### config.mk
export PLATFORM = sky130hd
export DESIGN_NAME = cau_cell
export DESIGN_NICKNAME = d
export VERILOG_FILES = /design/src/sv/cau_pkg.sv /design/src/sv/cau_cell.sv
export SDC_FILE = /design/constraint.sdc
export NUM_CORES = 1
export LEC_CHECK = 0
export CAP_MARGIN = 25
export CORE_AREA = 2 2 230 232
export CTS_CLUSTER_DIAMETER = 100
export CTS_CLUSTER_SIZE = 12
export DETAILED_ROUTE_END_ITERATION = 8
export DIE_AREA = 0 0 232 234
export DONT_BUFFER_PORTS = 1
export GPL_ROUTABILITY_DRIVEN = 1
export PLACE_DENSITY = 0.46
export REMOVE_ABC_BUFFERS = 1
export SYNTH_ARGS = -nofsm -noshare
export SYNTH_HDL_FRONTEND = slang
export SYNTH_SLANG_ARGS = --single-unit
### constraint.sdc
create_clock -name clk -period 1 [get_ports clk]
set_clock_uncertainty 0.05 [all_clocks]
set_input_delay 0.2 -clock clk [delete_from_list [all_inputs] [get_ports clk]]
set_output_delay 0.2 -clock clk [all_outputs]
set_load 0.05 [all_outputs]
### src/sv/cau_pkg.sv
// Shared types, constants and helper functions of the complex arithmetic unit.
package cau_pkg;

    localparam int FRAC_BITS_DEF = 8;
    localparam int PART_W = 16;
    localparam int PROD_W = 2 * PART_W + 1;     // sum of two 16x16 products
    localparam int DEN_W  = 2 * PART_W + 1;     // br^2 + bi^2, unsigned
    localparam int NUM_W  = PROD_W + 15;        // numerator scaled by up to 2^15
    localparam int QUO_W  = NUM_W;              // quotient magnitude width
    localparam int NCELLS = QUO_W;              // one quotient bit per cell

    localparam logic [1:0] OP_ADD = 2'd0;
    localparam logic [1:0] OP_SUB = 2'd1;
    localparam logic [1:0] OP_MUL = 2'd2;
    localparam logic [1:0] OP_DIV = 2'd3;

    typedef struct packed {
        logic [1:0]         req_type;
        logic signed [15:0] a_real;
        logic signed [15:0] a_imag;
        logic signed [15:0] b_real;
        logic signed [15:0] b_imag;
    } cau_req_t;

    typedef struct packed {
        logic signed [15:0] res_real;
        logic signed [15:0] res_imag;
        logic               saturated;
        logic               div_by_zero;
    } cau_res_t;

    // Work carried from one cell to the next.
    typedef struct packed {
        logic                    valid;
        logic [1:0]              op;
        logic                    dz;
        logic signed [PROD_W-1:0] re_pre;   // add/sub/mul result before clip
        logic signed [PROD_W-1:0] im_pre;
        logic [DEN_W-1:0]        den;
        logic                    re_neg;
        logic                    im_neg;
        logic [NUM_W-1:0]        re_rem;    // remainder, reduced by the shifted divisor in each cell
        logic [NUM_W-1:0]        im_rem;
        logic [QUO_W-1:0]        re_quo;
        logic [QUO_W-1:0]        im_quo;
    } cau_work_t;

    // Saturate a wide signed value to 16 bits; flag when clipped.
    function automatic logic [16:0] clip16(input logic signed [NUM_W:0] v);
        logic [16:0] r;
        if (v > $signed((NUM_W+1)'(32767)))
            r = {1'b1, 16'sh7FFF};
        else if (v < -$signed((NUM_W+1)'(32768)))
            r = {1'b1, 16'sh8000};
        else
            r = {1'b0, v[15:0]};
        return r;
    endfunction

endpackage

### src/sv/cau_cell.sv
// One restoring-division cell: retires one quotient bit for both parts.
module cau_cell
    import cau_pkg::*;
#(
    parameter int BIT = 0
)
(
    input  logic      clk,
    input  logic      rst_n,
    input  logic      en,
    input  cau_work_t din,
    output cau_work_t dout
);

    logic                         valid_reg;
    logic [$bits(cau_work_t)-2:0] payload_reg;
    cau_work_t work_next;
    logic [NUM_W+DEN_W-1:0] dsh;
    logic [NUM_W+DEN_W-1:0] re_ext;
    logic [NUM_W+DEN_W-1:0] im_ext;

    // Compare each remainder against the divisor shifted to this bit.
    always_comb
    begin
        work_next = din;
        dsh = {{NUM_W{1'b0}}, din.den} << BIT;
        re_ext = {{DEN_W{1'b0}}, din.re_rem};
        im_ext = {{DEN_W{1'b0}}, din.im_rem};
        if (din.op == OP_DIV && !din.dz)
        begin
            if (re_ext >= dsh)
            begin
                work_next.re_rem = NUM_W'(re_ext - dsh);
                work_next.re_quo[BIT] = 1'b1;
            end
            if (im_ext >= dsh)
            begin
                work_next.im_rem = NUM_W'(im_ext - dsh);
                work_next.im_quo[BIT] = 1'b1;
            end
        end
    end

    // Valid is control; the rest of the stage is payload.
    always_ff @(posedge clk or negedge rst_n)
    begin
        if (!rst_n)
            valid_reg <= 1'b0;
        else if (en)
            valid_reg <= work_next.valid;
    end

    always_ff @(posedge clk)
    begin
        if (en)
            payload_reg <= work_next[$bits(cau_work_t)-2:0];
    end

    assign dout = cau_work_t'({valid_reg, payload_reg});

endmodule

== Yosys cells after proc, flatten, opt, wreduce, memory -nomap -nowiden ==
Index checks and enable logic that the tools add are counted.
Storage, ports and cells
  input bits: 300
  flip-flop bits (word level): 297
  word-level logic and storage cells: 16
  output and inout bits: 297
Cells by class
  mux-type cells: 7
  add/subtract/negate cells: 2
  $lt $le $gt $ge: 2
  reductions and logical operators: 2
  equality and inequality tests: 1
Operators by type and width (count)
  $ge A48 B33 Y1: 2
  $mux W48: 2
  $mux W96: 1
  $sub A48 B33 Y48: 2
  $mux W1: 4
  $eq A2 B2 Y1 const B: 1
  $logic_and A1 B1 Y1: 1
  $logic_not A1 Y1: 1

== Depth between registers and ports, before layout ==
  word-level depth: 3
  depth in mapped cells: 14
  mapped depth without buffers: 12

== Worst setup path after synthesis ==
Ideal clock, no wire load.
  kind: in2reg
  start: input din[144] in the netlist's numbering
  end: register payload_reg[190], data pin
  stages: 13
  setup slack: -2173 ps
  setup time: 258 ps
  required time: 692 ps
  buffers on the path: 1
  data arrival time: 2866 ps
  path through: inv_1 ha_1 fa_1 nand2b_1 a211oi_1 o21ba_2 o21ai_0 a21oi_1 o2111ai_1 a211oi_1 clkbuf_1 nand4_1 xnor2_1
RTL lines
  from (decl): line cau_cell.sv:11  | input cau_work_t din,
  to (signal assigned): line cau_cell.sv:56  | payload_reg <= work_next[$bits(cau_work_t)-2:0];
  to (decl): line cau_cell.sv:16  | logic [$bits(cau_work_t)-2:0] payload_reg;

==> impl_metrics.yaml <==
sta:
  setup_ws_ns: -1.549
  hold_viol_final: 33
  drv_slew: 0
  final.min_clock_period_ns: 2.549
  worst_pin_slew_ns: 1.085
  max_slew_margin_pct: 27.69
  fin_crit_sh_pct: 254.9
  setup_viol: 395
  hold_slack_ns: -0.3334
  fmax_ghz: 0.3923
  grt_setup_unrepaired: "true"
setup_path:
  path_max_fanout: 15
  cp-end-kind: "register"
  critPathBufInv: 2
  slowest_delay_ns: 0.54
  critical_path.top_delay_family: "simple AND/OR/NAND/NOR gates"
  worstSetupPathType: "in -> reg"
  critical_path.startpoint_type: "input port"
  r2r_setup_slack_ns: 0.12
  path_cells: "or4_4, or3_4, or3_4, or4_4, nand2b_4, o221ai_4, buf_8, buf_8, o21ai_0"
  crit_arrival_ns: 2.81
  slowest_stage: "or4_4"
  cp.required_ns: 1.26
floorplanning:
  rows: 84
  die-area_um2: 54290
  start_util_pct: 27.30
  core-area_um2: 52020
  die_h_um: 234
  die_width_um: 232
  io_pins: 597
global_route:
  grt_usage_pct: 22.78
  gr-total-overflow: 0
  antenna_found_initial: 0
  grt_first_pass_wirelength_um: 91510
  grt_pass1_vias: 13680
  grt_start_max_net_pins: 298
clock_tree:
  cts_tree: "yes"
  cts_made_buffers: 30
  cts_htree_levels: 1
  cts.reportedPaths.clkPinSlew_ns: 0.06
  cts_root_buf: "clkbuf_16"
  clock-sinks: 297
  clockBufferDepth: 3
  insertion_delay_ns: 0.57
run_status:
  violations: "negative hold slack, negative setup slack"
  status: "complete, but fails checks"
synthesis:
  ys_ff_latch: 297
  ys_warn_count: 0
  synthAdderAreaFrac_pct: 6.096
  ys_types: 61
  synth_top_family_by_area: "compound AO/OA/AOI/OAI gates"
  ys.flop_type: "edfxtp_1"
  yosysTopAreaCell: "edfxtp_1"
  yosysMostFrequentCell: "edfxtp_1"
  syn_inst: 1151
  synth-compound-area-share_pct: 12.60
  synth-xor-area-share_pct: 5.427
  synth_top_area_share_pct: 62.58
  synth_area_um2: 14200
  synthMuxAreaShare_pct: 0.1586
  synth_edf_count: 296
  yosys-top-cells-area: "edfxtp_1 (63%), ha_1 (5.8%), nand2_1 (3.5%)"
  ys_seq_area_share_pct: 62.76
  synth-simple-area-share_pct: 10.29
  yosys-top-cells-count: "edfxtp_1 (296), nand2_1 (133), o21ai_0 (85)"
  avgSynthCellArea_um2: 12.34
  async_flop_share_pct: 0.3367
flow_run:
  maxCapViolCount: 0
power_and_ir_drop:
  total_power_mw: 40.63
  powerDensity_nw_per_um2: 1431
  vdd_drop_max_uv: 1238
  cellLeakagePower_nw: 11.64
detailed_routing:
  drc_errors: 0
  initialDrtViolationCount: 761
  wl_um: 64290
  drt-met1-wl_um: 24260
  wl_per_cell_um: 23.10
  vias: 13110
  wl_met2_um: 34570
  drt_pass1_iterations: 5
  highest_layer: "met4"
  wl_met3_um: 3464
  vias_per_cell: 4.710
  ant_nets: 0
cells_and_area:
  syn_to_final_growth_pct: 99.89
  largest_reg_flops: 296
  fin_nets: 2447
  layout-drive-gt1-share_pct: 39.54
  design_area_um2: 28390
  stdcell_count: 2783
  fin_util_pct: 54.57
place:
  numPortBuffers: 0
  dp_cells: 2407
  place_hpwl_um: 46900
  gp_congestion: 0.8844
  place_area_um2: 23170
  place_worst_setup_slack_ns: -2.323
hold_path:
  hold_path_class: "in -> reg"
-- layout make-up --
| class | count | area [um^2] |
|---|---|---|
| Antenna cell | 1 | 2.502 |
| Clock buffer | 43 | 830.8 |
| Clock inverter | 4 | 28.78 |
| Fill cell | 4269 | 23640 |
| Inverter | 51 | 210.2 |
| Multi-Input combinational cell | 763 | 5806 |
| Sequential cell | 297 | 8914 |
| Tap cell | 688 | 860.8 |
| Timing Repair Buffer | 936 | 11740 |
-- power breakdown --
part	internal (mW)	switching [mW]	total (mW)
Combinational	7.08	7.18	14.3
Sequential	15.0	0.879	15.8
Clock	5.70	4.82	10.5
Total	27.7	12.9	40.6
-- per-layer routing --
layer  GRT usage [%]  up-vias
met5               0        -
met4           7.171        0
met3           3.672       96
met2           43.08      429
met1           26.10     6430
li1                -     6154
-- kinds of logic after synthesis --
| family | after synthesis |
|---|---|
| XOR/XNOR | 88 |
| AND/OR/NAND/NOR | 313 |
| multiplexers | 2 |
| adder cells (fa/ha/maj) | 68 |
| AO/OA/AOI/OAI | 292 |
| buffers and inverters | 91 |
| flip-flops | 297 |
-- what timing repair did --
action | CTS | global route
pin swaps | 75 | 57
gates cloned | 9 | 0
endpoints found under the hold margin | 594 | 241
resized for setup | 173 | 99
setup buffers | 18 | 9
hold buffers | 295 | 1
endpoints found under the setup margin | 395 | 395
-- placed cells by master, fill, tap and decap left out, types with 5 or more instances in the layout --
| master | count |
|---|---|
| o21bai_1 | 12 |
| nor2_1 | 60 |
| o21ai_1 | 25 |
| inv_1 | 47 |
| a21o_1 | 27 |
| o21a_1 | 6 |
| nor3_1 | 15 |
| buf_16 | 5 |
| ha_1 | 52 |
| clkbuf_1 | 11 |
| a21oi_1 | 73 |
| buf_6 | 11 |
| and3_1 | 9 |
| nor2b_1 | 5 |
| xor2_1 | 40 |
| buf_12 | 303 |
| nand2_1 | 100 |
| o21ai_2 | 39 |
| nand2_4 | 21 |
| buf_8 | 5 |
| nand3_2 | 7 |
| nand3_1 | 14 |
| dlygate4sd3_1 | 296 |
| o211ai_1 | 9 |
| nand2b_1 | 9 |
| nand4_1 | 22 |
| xnor2_1 | 46 |
| ha_4 | 13 |
| clkbuf_16 | 31 |
| edfxtp_1 | 296 |
| a21oi_2 | 7 |
| nand4b_1 | 5 |
| buf_4 | 316 |
| nand2_2 | 12 |
| o21ai_0 | 39 |
| and2_1 | 7 |
-- metrics by stage --
step,TNS (ns),hold WS [ns]
after floorplan,-233.30,-0.1456
after global placement,-209.67,-0.1455
after detailed placement,-212.14,-0.1455
after CTS,-270.40,-0.3681
after global routing,-279.53,-0.3604
final,-262.25,-0.3334
-- worst paths after layout --
kind	from	endpoint	cells after the start
min in group asynchronous	rst_n	valid_reg	2
min reg2reg	valid_reg	valid_reg	1
max	din[138]	payload_reg[99]	9
min	din[194]	payload_reg[194]	0
max in group asynchronous	rst_n	valid_reg	2
max reg2reg	valid_reg	valid_reg	1
Power figures use the tool's default switching activity.
