**src/sv/cau_pkg.sv**
```systemverilog
// Shared types, constants and helper functions of the complex arithmetic unit.
package cau_pkg;

    localparam int FRAC_BITS_DEF = 8;
    localparam int PART_W = 16;
    localparam int PROD_W = 2 * PART_W + 1;     // sum of two 16x16 products
    localparam int DEN_W  = 2 * PART_W + 1;     // br^2 + bi^2, unsigned
    localparam int NUM_W  = PROD_W + 15;        // numerator scaled by up to 2^15
    localparam int QUO_W  = NUM_W;              // quotient magnitude width
    localparam int NCELLS = QUO_W;              // one quotient bit per cell

    localparam logic [1:0] OP_ADD = 2'd0;
    localparam logic [1:0] OP_SUB = 2'd1;
    localparam logic [1:0] OP_MUL = 2'd2;
    localparam logic [1:0] OP_DIV = 2'd3;

    typedef struct packed {
        logic [1:0]         req_type;
        logic signed [15:0] a_real;
        logic signed [15:0] a_imag;
        logic signed [15:0] b_real;
        logic signed [15:0] b_imag;
    } cau_req_t;

    typedef struct packed {
        logic signed [15:0] res_real;
        logic signed [15:0] res_imag;
        logic               saturated;
        logic               div_by_zero;
    } cau_res_t;

    // Work carried from one cell to the next.
    typedef struct packed {
        logic                    valid;
        logic [1:0]              op;
        logic                    dz;
        logic signed [PROD_W-1:0] re_pre;   // add/sub/mul result before clip
        logic signed [PROD_W-1:0] im_pre;
        logic [DEN_W-1:0]        den;
        logic                    re_neg;
        logic                    im_neg;
        logic [NUM_W-1:0]        re_rem;    // remainder, reduced by the shifted divisor in each cell
        logic [NUM_W-1:0]        im_rem;
        logic [QUO_W-1:0]        re_quo;
        logic [QUO_W-1:0]        im_quo;
    } cau_work_t;

    // Saturate a wide signed value to 16 bits; flag when clipped.
    function automatic logic [16:0] clip16(input logic signed [NUM_W:0] v);
        logic [16:0] r;
        if (v > $signed((NUM_W+1)'(32767)))
            r = {1'b1, 16'sh7FFF};
        else if (v < -$signed((NUM_W+1)'(32768)))
            r = {1'b1, 16'sh8000};
        else
            r = {1'b0, v[15:0]};
        return r;
    endfunction

endpackage

```
**src/sv/cau_front.sv**
```systemverilog
// Operand stage: sums, products, squared divisor magnitude and scaled numerators.
module cau_front
    import cau_pkg::*;
#(
    parameter int FRAC_BITS = FRAC_BITS_DEF
)
(
    input  logic      clk,
    input  logic      rst_n,
    input  logic      en,
    input  logic      in_valid,
    input  cau_req_t  req,
    output cau_work_t dout
);

    logic signed [31:0] p_rr_reg, p_ii_reg, p_ri_reg, p_ir_reg;
    logic signed [31:0] q_rr_reg, q_ii_reg;
    logic signed [16:0] add_re_reg, add_im_reg;
    logic [1:0] op_reg;
    logic       valid_reg;
    logic                         work_valid_reg;
    logic [$bits(cau_work_t)-2:0] work_data_reg;
    cau_work_t  work_next;
    logic signed [PROD_W-1:0] nre, nim;
    logic [NUM_W-1:0] mre, mim;

    // First register: the products and the add/sub results.
    always_ff @(posedge clk or negedge rst_n)
    begin
        if (!rst_n)
            valid_reg <= 1'b0;
        else if (en)
            valid_reg <= in_valid;
    end

    always_ff @(posedge clk)
    begin
        if (en)
        begin
            op_reg   <= req.req_type;
            p_rr_reg <= req.a_real * req.b_real;
            p_ii_reg <= req.a_imag * req.b_imag;
            p_ri_reg <= req.a_real * req.b_imag;
            p_ir_reg <= req.a_imag * req.b_real;
            q_rr_reg <= req.b_real * req.b_real;
            q_ii_reg <= req.b_imag * req.b_imag;
            add_re_reg <= (req.req_type == OP_SUB) ?
                17'(req.a_real) - 17'(req.b_real) : 17'(req.a_real) + 17'(req.b_real);
            add_im_reg <= (req.req_type == OP_SUB) ?
                17'(req.a_imag) - 17'(req.b_imag) : 17'(req.a_imag) + 17'(req.b_imag);
        end
    end

    // Combine the products into a work item for the divider chain.
    always_comb
    begin
        work_next = '0;
        work_next.valid = valid_reg;
        work_next.op = op_reg;
        work_next.den = DEN_W'(q_rr_reg) + DEN_W'(q_ii_reg);
        work_next.dz = (op_reg == OP_DIV) && (work_next.den == '0);
        if (op_reg == OP_MUL)
        begin
            nre = PROD_W'(p_rr_reg) - PROD_W'(p_ii_reg);
            nim = PROD_W'(p_ri_reg) + PROD_W'(p_ir_reg);
            work_next.re_pre = nre >>> FRAC_BITS;
            work_next.im_pre = nim >>> FRAC_BITS;
        end
        else
        begin
            nre = PROD_W'(p_rr_reg) + PROD_W'(p_ii_reg);
            nim = PROD_W'(p_ir_reg) - PROD_W'(p_ri_reg);
            work_next.re_pre = PROD_W'(add_re_reg);
            work_next.im_pre = PROD_W'(add_im_reg);
        end
        work_next.re_neg = nre[PROD_W-1];
        work_next.im_neg = nim[PROD_W-1];
        mre = nre[PROD_W-1] ? NUM_W'(-nre) : NUM_W'(nre);
        mim = nim[PROD_W-1] ? NUM_W'(-nim) : NUM_W'(nim);
        work_next.re_rem = mre << FRAC_BITS;
        work_next.im_rem = mim << FRAC_BITS;
    end

    always_ff @(posedge clk or negedge rst_n)
    begin
        if (!rst_n)
            work_valid_reg <= 1'b0;
        else if (en)
            work_valid_reg <= work_next.valid;
    end

    always_ff @(posedge clk)
    begin
        if (en)
            work_data_reg <= work_next[$bits(cau_work_t)-2:0];
    end

    assign dout = cau_work_t'({work_valid_reg, work_data_reg});

endmodule
```
**config.mk**
```make
export PLATFORM = sky130hd
export DESIGN_NAME = cau_front
export DESIGN_NICKNAME = d
export VERILOG_FILES = /design/src/sv/cau_pkg.sv /design/src/sv/cau_front.sv
export SDC_FILE = /design/constraint.sdc
export NUM_CORES = 2
export LEC_CHECK = 0
export BUFFER_PORTS_ARGS = -buffer_cell sky130_fd_sc_hd__buf_4
export CAP_MARGIN = 20
export CELL_PAD_IN_SITES_DETAIL_PLACEMENT = 1
export CELL_PAD_IN_SITES_GLOBAL_PLACEMENT = 2
export CORE_MARGIN = 2
export CORE_UTILIZATION = 29
export DETAILED_ROUTE_END_ITERATION = 8
export PLACE_DENSITY = 0.67
export SLEW_MARGIN = 20
export SYNTH_ARGS = -nofsm -noshare
export SYNTH_HDL_FRONTEND = slang
export SYNTH_SLANG_ARGS = --single-unit
```
**constraint.sdc**
```tcl
create_clock -name clk -period 4.3 [get_ports clk]
set_input_delay 0.215 -clock clk [delete_from_list [all_inputs] [get_ports clk]]
set_output_delay 0.215 -clock clk [all_outputs]
set_load 0.01 [all_outputs]
```
-- Yosys cells after proc, flatten, opt, wreduce, memory -nomap -nowiden
Cells that the tools add are included.
- output and inout bits: 297
- register bits after elaboration: 414
- bits of input ports: 70
- word-level logic and storage cells: 43
- reduce and logical (&&, ||, !) cells: 2
- eq/ne operators: 3
- $add $sub $neg: 11
- mux-type cells: 7
- $mul: 6
- operator list (cell ; count):
    $mul 16x16->32 ; 6
    $add 32x32->33 ; 3
    $neg 33->40 ; 2
    $mux 33 ; 2
    $mux 66 ; 1
    $sub 32x32->33 ; 2
    $mux 32 ; 2
    $add 16x16->17 ; 2
    $mux 17 ; 2
    $sub 16x16->17 ; 2
    $logic_not 33->1 ; 1
    $eq 2x2->1 const B ; 2
    $eq 2x1->1 const B ; 1
    $logic_and 1x1->1 ; 1

-- Logic depth before layout (Yosys ltp)
- depth in word-level cells: 4
- gate-level depth with buffers: 28
- mapped depth without buffers: 27

-- Least setup slack after synthesis
OpenSTA, ideal clock, no wires.
- path type: input to register
- start point: in req[15] in the netlist's numbering
- end point: reg q_ii_reg[31] (data pin)
- data arrival time: 6579 ps
- stages: 25
- slack: -2546 ps
- data required time: 4034 ps
- setup time: 266 ps
- cell sequence: inv_1 > clkbuf_1 > clkbuf_1 > nor2_1 > fa_1 > fa_1 > fa_1 > fa_1 > fa_1 > inv_1 > fa_1 > inv_1 > ha_1 > a21o_1 > a21o_1 > a21o_1 > a21o_1 > a21o_1 > a21oi_1 > nor2b_1 > o41a_1 > o21ai_0 > nand2b_1 > mux2i_1 > nand4_1
- cells in the longest elaborated chain, start to end: 1
- RTL lines (what ; RTL line ; text):
    from (decl) ; cau_front.sv:12 ; input cau_req_t req,
    $mul 16x16->32 ; cau_front.sv:46 ; q_ii_reg <= req.b_imag * req.b_imag;
    to (signal assigned) ; cau_front.sv:46 ;
    to (decl) ; cau_front.sv:17 ; logic signed [31:0] q_rr_reg, q_ii_reg;
Every way passes these cells.
A chain may end at the register's enable or synchronous reset.

-- Worst setup path after layout
- start point: in req[26] in the netlist's numbering
- end point: reg p_rr_reg[31] (data pin)
- cells in the longest elaborated chain, start to end: 1
- RTL lines (what ; RTL line ; text):
    $mul 16x16->32 ; cau_front.sv:41 ; p_rr_reg <= req.a_real * req.b_real;
    to (signal assigned) ; cau_front.sv:41 ;
    to (decl) ; cau_front.sv:16 ; logic signed [31:0] p_rr_reg, p_ii_reg, p_ri_reg, p_ir_reg;
Every way passes these cells.

==> impl_metrics.json <==
{
  "global_route.peak_usage_layer": "met2",
  "insertion_delay_ps": 750,
  "cpMostUsedCell": "sky130_fd_sc_hd__fa_1",
  "detailedPlacementHpwl_mm": 250,
  "max-slew-margin-rel_pct": 49.7,
  "use_met2_pct": 34.5,
  "critical_path_class": "in2reg",
  "worst-path-buf-inv": 8,
  "tightest_slew_ps": 755,
  "drv_slew": 0,
  "slowest_delay_ps": 560,
  "post_route_cells_drive_above_1_share_pct": 27.1,
  "final.fill_count": 32100,
  "cts_sinks": 396,
  "post-route-worst-setup-slack_ps": -1280,
  "die_width_microns": 536,
  "endpoint_kind": "flop",
  "status": "complete, but fails checks",
  "filler_free_cell_count_of_the_finished_design": 14100,
  "routed_vias_inst": 4.60,
  "start_util_pct": 29.1,
  "postLayoutCoreUtil_pct": 38.3,
  "area_of_the_die_sq_mm": 0.288,
  "critPathRequiredTime_ps": 4740,
  "drt-wirelength-per-cell_microns": 21.5,
  "global_route.usage.met1_pct": 27.2,
  "post-route-min-period_ps": 5580,
  "drv_cap": 0,
  "fin_crit_sh_pct": 130,
  "avgSynthCellArea_sq_um": 9.45,
  "drt-pass1-iter-count": 5,
  "placement.io_buffers": 254,
  "finalWirelength_mm": 303,
  "postRouteAntennaNets": 0,
  "failing_checks": "setup timing",
  "initialDrtViolationCount": 2860,
  "timing.final.hold_violations": 0,
  "syn_area_sq_mm": 0.0821,
  "cts_root_buf": "sky130_fd_sc_hd__clkbuf_16",
  "ys_top_cells_by_area": "sky130_fd_sc_hd__fa_1 37%, sky130_fd_sc_hd__edfxtp_1 14%, sky130_fd_sc_hd__ha_1 11%, sky130_fd_sc_hd__inv_1 8.9%, sky130_fd_sc_hd__and2_1 4.1%",
  "start_kind": "input pin",
  "crit_fanout": 6,
  "grt_util_all_layers_pct": 20.5,
  "syn_inst": 8692,
  "clock_tree_from_tritoncts": "yes",
  "area.growth.synth_to_final_pct": 31.4,
  "cts_max_path_buffers": 3,
  "critical_path.top_delay_family": "adder cells",
  "height_of_the_die_microns": 536,
  "layout.area.seq_sq_mm": 0.0119,
  "pre_cts_slack_ps": -2350,
  "critPathSlowestCell": "sky130_fd_sc_hd__fa_1",
  "async_reset_ff_share_pct": 0.505,
  "synth_enable_flop_cells": 394,
  "routed-via-count": 64600,
  "remaining_global_route_overflow": 0,
  "post_synthesis_sequential_element_count": 396,
  "grt_start_max_net_pins": 103,
  "largest_reg_flops": 168,
  "synth_cell_type_count": 102,
  "antenna_found_initial": 32,
  "worstHoldPathType": "in2reg",
  "grt_setup_unrepaired": "true",
  "placedCellCount": 13700,
  "clk_pin_slew_worst_paths_ps": 60,
  "post-synth-top-count-cell": "sky130_fd_sc_hd__inv_1",
  "fp-row-count": 195,
  "gp_routability_congestion": 0.907,
  "fmax_mhz": 179,
  "critPathArrivalTime_ps": 6020,
  "netlist_top_cells_count": "1945 x sky130_fd_sc_hd__inv_1, 1520 x sky130_fd_sc_hd__fa_1, 814 x sky130_fd_sc_hd__nand2_1, 709 x sky130_fd_sc_hd__ha_1, 533 x sky130_fd_sc_hd__and2_1",
  "sequential_cell_area_fraction_in_the_yosys_report_pct": 14.5,
  "multiInputGateArea_sq_mm": 0.0652,
  "pin_count": 367,
  "htree_levels": 2,
  "cts-buffers-inserted": 52,
  "grt_pass1_vias": 72500,
  "drc_errors": 0,
  "yosys_most_used_dff": "sky130_fd_sc_hd__edfxtp_1",
  "final.setup.tns_ps": -108800,
  "synth-warning-count": 0,
  "core-area_sq_mm": 0.282,
  "grt_pass1_wl_mm": 449,
  "worst_clock_skew_ps": 77.4,
  "synth_top_area_share_pct": 37.0,
  "finish.net_count": 12600,
  "report.final.setup_viol": 159,
  "grt.met3_usage_pct": 3.25,
  "synth_area_leader_cell": "sky130_fd_sc_hd__fa_1"
}
[layout make-up]
| type | instances | area share (%) |
|---|---|---|
| diodes | 12 | 0.0278 |
| clock buffers | 57 | 1.22 |
| clock inverters | 39 | 0.380 |
| inverters | 1959 | 6.88 |
| multi-input cells | 5981 | 60.4 |
| flip-flops and latches | 396 | 11.0 |
| well taps | 3743 | 4.34 |
| repair buffers | 1867 | 15.7 |
| repair inverters | 3 | 0.0232 |
[cells by family after synthesis]
logic type	count (synthesis)	synth area share, %
simple gates	2135	12.6
buf+inv	2440	11.8
fa+ha+maj	2229	47.8
flops	396	14.5
mux	20	0.250
xor+xnor	470	5.03
compound gates	1001	7.96
other cells	1	0.00457
[layout by cell type, fill, tap and decap left out, types with 79 or more instances in the layout]
cell type,n
sky130_fd_sc_hd__buf_6,145
sky130_fd_sc_hd__nor3_1,79
sky130_fd_sc_hd__nand2_1,776
sky130_fd_sc_hd__inv_1,1831
sky130_fd_sc_hd__nor2_1,308
sky130_fd_sc_hd__buf_12,107
sky130_fd_sc_hd__ha_1,634
sky130_fd_sc_hd__xor2_1,91
sky130_fd_sc_hd__conb_1,126
sky130_fd_sc_hd__fa_2,91
sky130_fd_sc_hd__fa_1,1429
sky130_fd_sc_hd__xnor2_1,317
sky130_fd_sc_hd__a21o_1,114
sky130_fd_sc_hd__buf_4,1537
sky130_fd_sc_hd__and2_1,470
sky130_fd_sc_hd__o21ai_0,144
sky130_fd_sc_hd__a21oi_1,201
sky130_fd_sc_hd__inv_2,112
sky130_fd_sc_hd__edfxtp_1,394
[routing by layer]
metal | vias up | part of all wire, %
met5 | - | 0.040
met4 | 18 | 3.4
met3 | 309 | 4.8
met2 | 1145 | 48
met1 | 33500 | 44
li1 | 29600 | -
[path summary, 6_finish.rpt]
path                              startpoint            endpoint  slack, ps  depth (start not counted)
worst max-delay path                 req[26]        p_rr_reg[31]      -1280                         26
worst min-delay path                  req[0]         q_ii_reg[0]         50                          2
worst max register to register  p_ii_reg[18]  work_data_reg[156]       -260                         19
worst min register to register     valid_reg           valid_reg        510                          1
max in group asynchronous              rst_n           valid_reg       3770                          3
min in group asynchronous              rst_n      work_valid_reg        400                          3
[what timing repair did]
action,CTS,global route
cloned,9,14
resized for setup,436,694
endpoints found under the hold margin,8,0
pin swaps,201,430
hold buffers,6,0
setup endpoints to repair,179,205
setup buffers,93,150
[per-stage QoR]
stage	cell area [sq um]	hold WS, ps
CTS	104000	45.6
global route	108000	11.9
finish	108000	50.0
detailed placement	99100	-0.458
floorplan	84400	-80.6
global placement	99100	-2.39
[worst register-to-register path, stage by stage, from the launching register on]
cell and delay (ps):
sky130_fd_sc_hd__edfxtp_1 540, sky130_fd_sc_hd__inv_2 130, sky130_fd_sc_hd__ha_4 200, sky130_fd_sc_hd__or4_4 530, sky130_fd_sc_hd__nor4_2 140, sky130_fd_sc_hd__buf_4 160, sky130_fd_sc_hd__nand4_1 160, sky130_fd_sc_hd__a31o_4 280
sky130_fd_sc_hd__a2111o_1 470, sky130_fd_sc_hd__a2111oi_4 410, sky130_fd_sc_hd__a211oi_2 90, sky130_fd_sc_hd__o21ai_2 220, sky130_fd_sc_hd__a2111oi_4 120, sky130_fd_sc_hd__o32ai_4 140, sky130_fd_sc_hd__buf_12 180, sky130_fd_sc_hd__buf_6 100
sky130_fd_sc_hd__buf_8 120, sky130_fd_sc_hd__clkinv_8 80, sky130_fd_sc_hd__o21ai_0 100, sky130_fd_sc_hd__xnor2_1 100
Power is left out: the tool's default activity adds up to more than one toggle a clock period on the data nets, which glitch-free logic cannot reach.
